$ cat config.mk
export PLATFORM = sky130hd
export DESIGN_NAME = v3n_isqrt
export DESIGN_NICKNAME = d
export VERILOG_FILES = /design/src/hdl/v3n_isqrt.sv
export SDC_FILE = /design/constraint.sdc
export NUM_CORES = 2
export LEC_CHECK = 0
export ABC_AREA = 1
export BUFFER_PORTS_ARGS = -buffer_cell sky130_fd_sc_hd__buf_2
export CORE_MARGIN = 2
export CORE_UTILIZATION = 40
export DETAILED_ROUTE_END_ITERATION = 8
export SYNTH_ARGS = -nofsm -noshare
export SYNTH_HDL_FRONTEND = slang
export SYNTH_SLANG_ARGS = --single-unit
export TNS_END_PERCENT = 20
$ cat constraint.sdc
create_clock -name i_clk -period 2.98 [get_ports i_clk]
set_input_delay 0.745 -clock i_clk [delete_from_list [all_inputs] [get_ports i_clk]]
set_output_delay 0.745 -clock i_clk [all_outputs]
set_load 0.01 [all_outputs]
$ cat src/hdl/v3n_isqrt.sv
`timescale 1ns / 1ps
// ----------------------------------------------------------------------------
// v3n_isqrt
// Pipelined digit-by-digit square root of sum * 4^F, one root bit a stage.
// ----------------------------------------------------------------------------
module v3n_isqrt #(
    parameter int IW     = 16,
    parameter int F      = 14,
    parameter int SIDE_W = 1
) (
    input  logic                  i_clk,
    input  logic [IW+F:0]         i_adv,
    input  logic [2*IW+1:0]       i_sum,
    input  logic [SIDE_W-1:0]     i_side,
    output logic [IW+F:0]         o_root,
    output logic [SIDE_W-1:0]     o_side
);
    localparam int LW = IW + 1 + F;
    localparam int SW = 2 * IW + 2;
    localparam int RW = LW + 3;

    logic [RW-1:0]     r_rem  [LW];
    logic [LW-1:0]     r_root [LW];
    logic [SW-1:0]     r_sum  [LW];
    logic [SIDE_W-1:0] r_side [LW];

    for (genvar i = 0; i < LW; i++) begin : g_stage
        localparam int J = LW - 1 - i;
        logic [RW-1:0]     rem_in;
        logic [LW-1:0]     root_in;
        logic [SW-1:0]     sum_in;
        logic [SIDE_W-1:0] side_in;
        logic [1:0]        pair;
        logic [RW-1:0]     cur;
        logic [RW-1:0]     trial;
        logic [RW-1:0]     n_rem;
        logic [LW-1:0]     n_root;

        if (i == 0) begin : g_first
            assign rem_in  = '0;
            assign root_in = '0;
            assign sum_in  = i_sum;
            assign side_in = i_side;
        end else begin : g_next
            assign rem_in  = r_rem[i-1];
            assign root_in = r_root[i-1];
            assign sum_in  = r_sum[i-1];
            assign side_in = r_side[i-1];
        end

        if (J >= F) begin : g_data
            assign pair = sum_in[2*(J-F)+1 -: 2];
        end else begin : g_frac
            assign pair = 2'b00;
        end

        assign cur   = {rem_in[RW-3:0], pair};
        assign trial = {{(RW-LW-2){1'b0}}, root_in, 2'b01};

        always_comb begin
            if (cur >= trial) begin
                n_rem  = cur - trial;
                n_root = {root_in[LW-2:0], 1'b1};
            end else begin
                n_rem  = cur;
                n_root = {root_in[LW-2:0], 1'b0};
            end
        end

        always_ff @(posedge i_clk) begin
            if (i_adv[i]) begin
                r_rem[i]  <= n_rem;
                r_root[i] <= n_root;
                r_sum[i]  <= sum_in;
                r_side[i] <= side_in;
            end
        end
    end

    assign o_root = r_root[LW-1];
    assign o_side = r_side[LW-1];

endmodule

==> impl_metrics.yaml <==
run_status:
  status: "completed"
worst_hold_path:
  hp-start: "i_sum[32]"
  worstHoldPathCells: 3
  hp-class: "input port to flop"
  hold_end: "r_rem[0][1]"
power_and_ir_drop:
  power.total_uw: 79400
  peakVddDrop_uv: 641
  p_leak_uw: 0.0571
  p_per_area_nw_per_um2: 663
timing:
  rsz0062_at_grt: "true"
  fmax_mhz: 354
  report.final.slew_viol_count: 0
  setup_viol: 0
  layout_min_cycle_time_ns: 2.83
  relSlewSlack_pct: 48.2
  fin_skew_ns: 0.117
  fin_crit_sh_pct: 94.9
  worst_hold_slack_ns: 0.139
  worst_pin_slew_ns: 0.777
  hold_viol_final: 0
yosys:
  synth.avg_cell_area_um2: 7.81
  yosys_warnings: 0
  synth_nets: 14345
  synth-seq-cells: 1699
  yosys-top-cells-area: "edfxtp_1 (47%), nand2_1 (17%), inv_1 (9.1%)"
  syn_inst: 13764
  syn_area_um2: 107000
  synth.distinct_cells: 51
  synth_seq_area_share_pct: 47.5
  synth_top_area_share_pct: 47.5
  synth_largest_area_cell: "edfxtp_1"
setup_path:
  r2r-start: "r_rem[1][171]"
  reg2reg_depth: 16
  cp.arrival_ns: 3.39
  cp.required_ns: 3.54
  startpoint_type: "flop"
  worstSetupPathType: "flop to flop"
  cp_max_fo: 38
  crit_path_end_kind: "flop"
  ff2ff_setup_slack_ns: 0.15
  reg2reg_to: "r_rem[1][214]"
clock_tree:
  cts.clk_slew.worst_paths_ns: 0.06
  h-tree-depth: 4
  clock_sinks: 1699
  clock_latency_ns: 0.92
  root_buffer: "clkbuf_16"
  cts_tree: "yes"
  cts.path.max_buffers: 4
  numCtsBuffers: 197
die:
  std_cell_rows: 190
  initial_core_util_pct: 40.2
  die_h_um: 522
  num_io_pins: 99
  design.core.area_um2: 268000
  fp.dieW_um: 522
  dieArea_um2: 273000
final_layout:
  drive_above_1_share_pct: 5.40
  nets: 14678
  final_area_um2: 120000
  nFillCells: 26950
  syn_to_final_growth_pct: 11.4
grt:
  grt_max_degree: 63
  gr-usage-all-layers_pct: 21.2
  grt.overflow.total: 0
  antenna_found_initial: 6
  grt_pass1_wl_um: 458000
  grt_pass1_vias: 81643
place:
  place_area_um2: 113000
  port_buffers: 98
  gp_congestion: 0.950
  dp_hpwl_um: 236000
drt:
  vias: 86238
  via_per_inst: 4.84
  routed_wl_um: 294000
  ant_nets: 0
  drt_iter0_markers: 7086
  drc: 0
  routedWlPerCell_um: 16.5
  dr.pass1.iters: 7
job:
  maxCapViolCount: 0
-- critical path, cell delays in order, from the launching register on --
cell	delay [ns]
edfxtp_1	0.44
inv_1	0.13
ha_1	0.19
inv_1	0.06
fa_1	0.40
inv_1	0.12
nand3_1	0.09
nand3_2	0.12
nand2_1	0.06
nand2_1	0.10
nand2_1	0.07
nand2_2	0.09
nand2_2	0.07
nand2_2	0.08
inv_2	0.26
nand2_1	0.19
o21ai_2	0.06
-- report_power, final --
part	switching, uW	internal, uW	total (uW)
Combinational	14400	7180	21500
Clock	10200	14700	24900
Sequential	2670	30300	33000
-- sequential cells by signal (all words and copies together), names as in the netlist --
name / cells
r_rem: 913
r_root: 483
r_side: 31
r_sum: 272
-- metal layers --
| metal | vias to the layer above | track usage (%) | share of wire [%] |
|---|---|---|---|
| met2 | 2049 | 35.8 | 47 |
| met3 | 369 | 2.19 | 4.7 |
| met1 | 39383 | 29.1 | 46 |
| met5 | - | 0 | 0.0044 |
| li1 | 44435 | - | - |
| met4 | 2 | 5.18 | 2.4 |
-- per-stage QoR --
stage	setup WS, ns	cells	utilization [%]	TNS (ns)
global placement	0.220	17417	42.1	0
detailed placement	0.162	17417	42.1	0
floorplan	0.526	13764	-	0
CTS	0.122	17812	44.7	0
finish	0.151	17814	44.7	0
global route	-0.0698	17814	44.7	-1.12
-- kinds of logic after synthesis --
family | count (synthesis) | share of synthesized area, %
adder cells (fa/ha/maj) | 514 | 6.07
AO/OA/AOI/OAI | 929 | 4.75
flip-flops | 1699 | 47.5
AND/OR/NAND/NOR | 7505 | 28.7
other | 1 | 0.00349
XOR/XNOR | 359 | 2.92
buffers and inverters | 2757 | 10.1
-- cell usage in the layout, fill, tap and decap left out, types with 49 or more instances in the layout --
cell type and instances:
inv_1 2607, edfxtp_1 1699, buf_4 91, a21oi_2 49
o21ai_0 204, ha_1 500, a21oi_1 536, nand2_1 4930
xor2_1 238, xnor2_1 121, nor3_1 197, nand3_1 785
nor2_1 1130, buf_2 98, nand3b_1 83, clkbuf_16 199
nand4_1 203
-- repair_timing --
| action | 4_1_cts | 5_1_grt |
|---|---|---|
| buffers inserted | 0 | 0 |
| endpoints found under the setup margin | 0 | 139 |
| gates resized for setup | 0 | 11 |
| hold buffers | 33 | 0 |
| endpoints found under the hold margin | 33 | 0 |
-- area by class of cell --
cell class / count / area, um^2 / share of cell area (%)
antenna: 2 / 5.00 / 0.00418
tap: 3552 / 4440 / 3.71
clock inverter: 135 / 1580 / 1.32
timing repair buffer: 252 / 2080 / 1.74
clock buffer: 227 / 5080 / 4.25
sequential: 1699 / 51000 / 42.6
inverter: 2639 / 9920 / 8.28
multi-input combinational: 9308 / 45600 / 38.1
-- worst max-delay path by stage --
stage / to / startpoint / slack [ns]
finish: r_rem[1][214] / r_rem[1][171] / 0.15
CTS: r_rem[1][418] / r_rem[1][375] / 0.12
detailed placement: r_rem[1][418] / r_rem[1][375] / 0.16
global placement: r_rem[1][377] / r_rem[1][341] / 0.22
floorplan: r_rem[1][81] / r_rem[1][35] / 0.53
global route: r_rem[1][76] / r_rem[1][35] / -0.07
-- Yosys cell counts (all sizes together) --
cell type,n
a21boi,6
a21o,8
a21oi,585
a31o,1
a31oi,2
and2,18
and3,14
buf,114
clkbuf,4
clkinv,2
conb,1
edfxtp,1699
fa,13
ha,501
inv,2637
nand2,4966
nand2b,1
nand3,799
nand3b,83
nand4,204
nor2,1165
nor2b,5
nor3,206
nor3b,7
nor4,8
o211ai,3
o21a,5
o21ai,287
o21bai,32
or2,29
xnor2,121
xor2,238
Power figures use the tool's default switching activity.
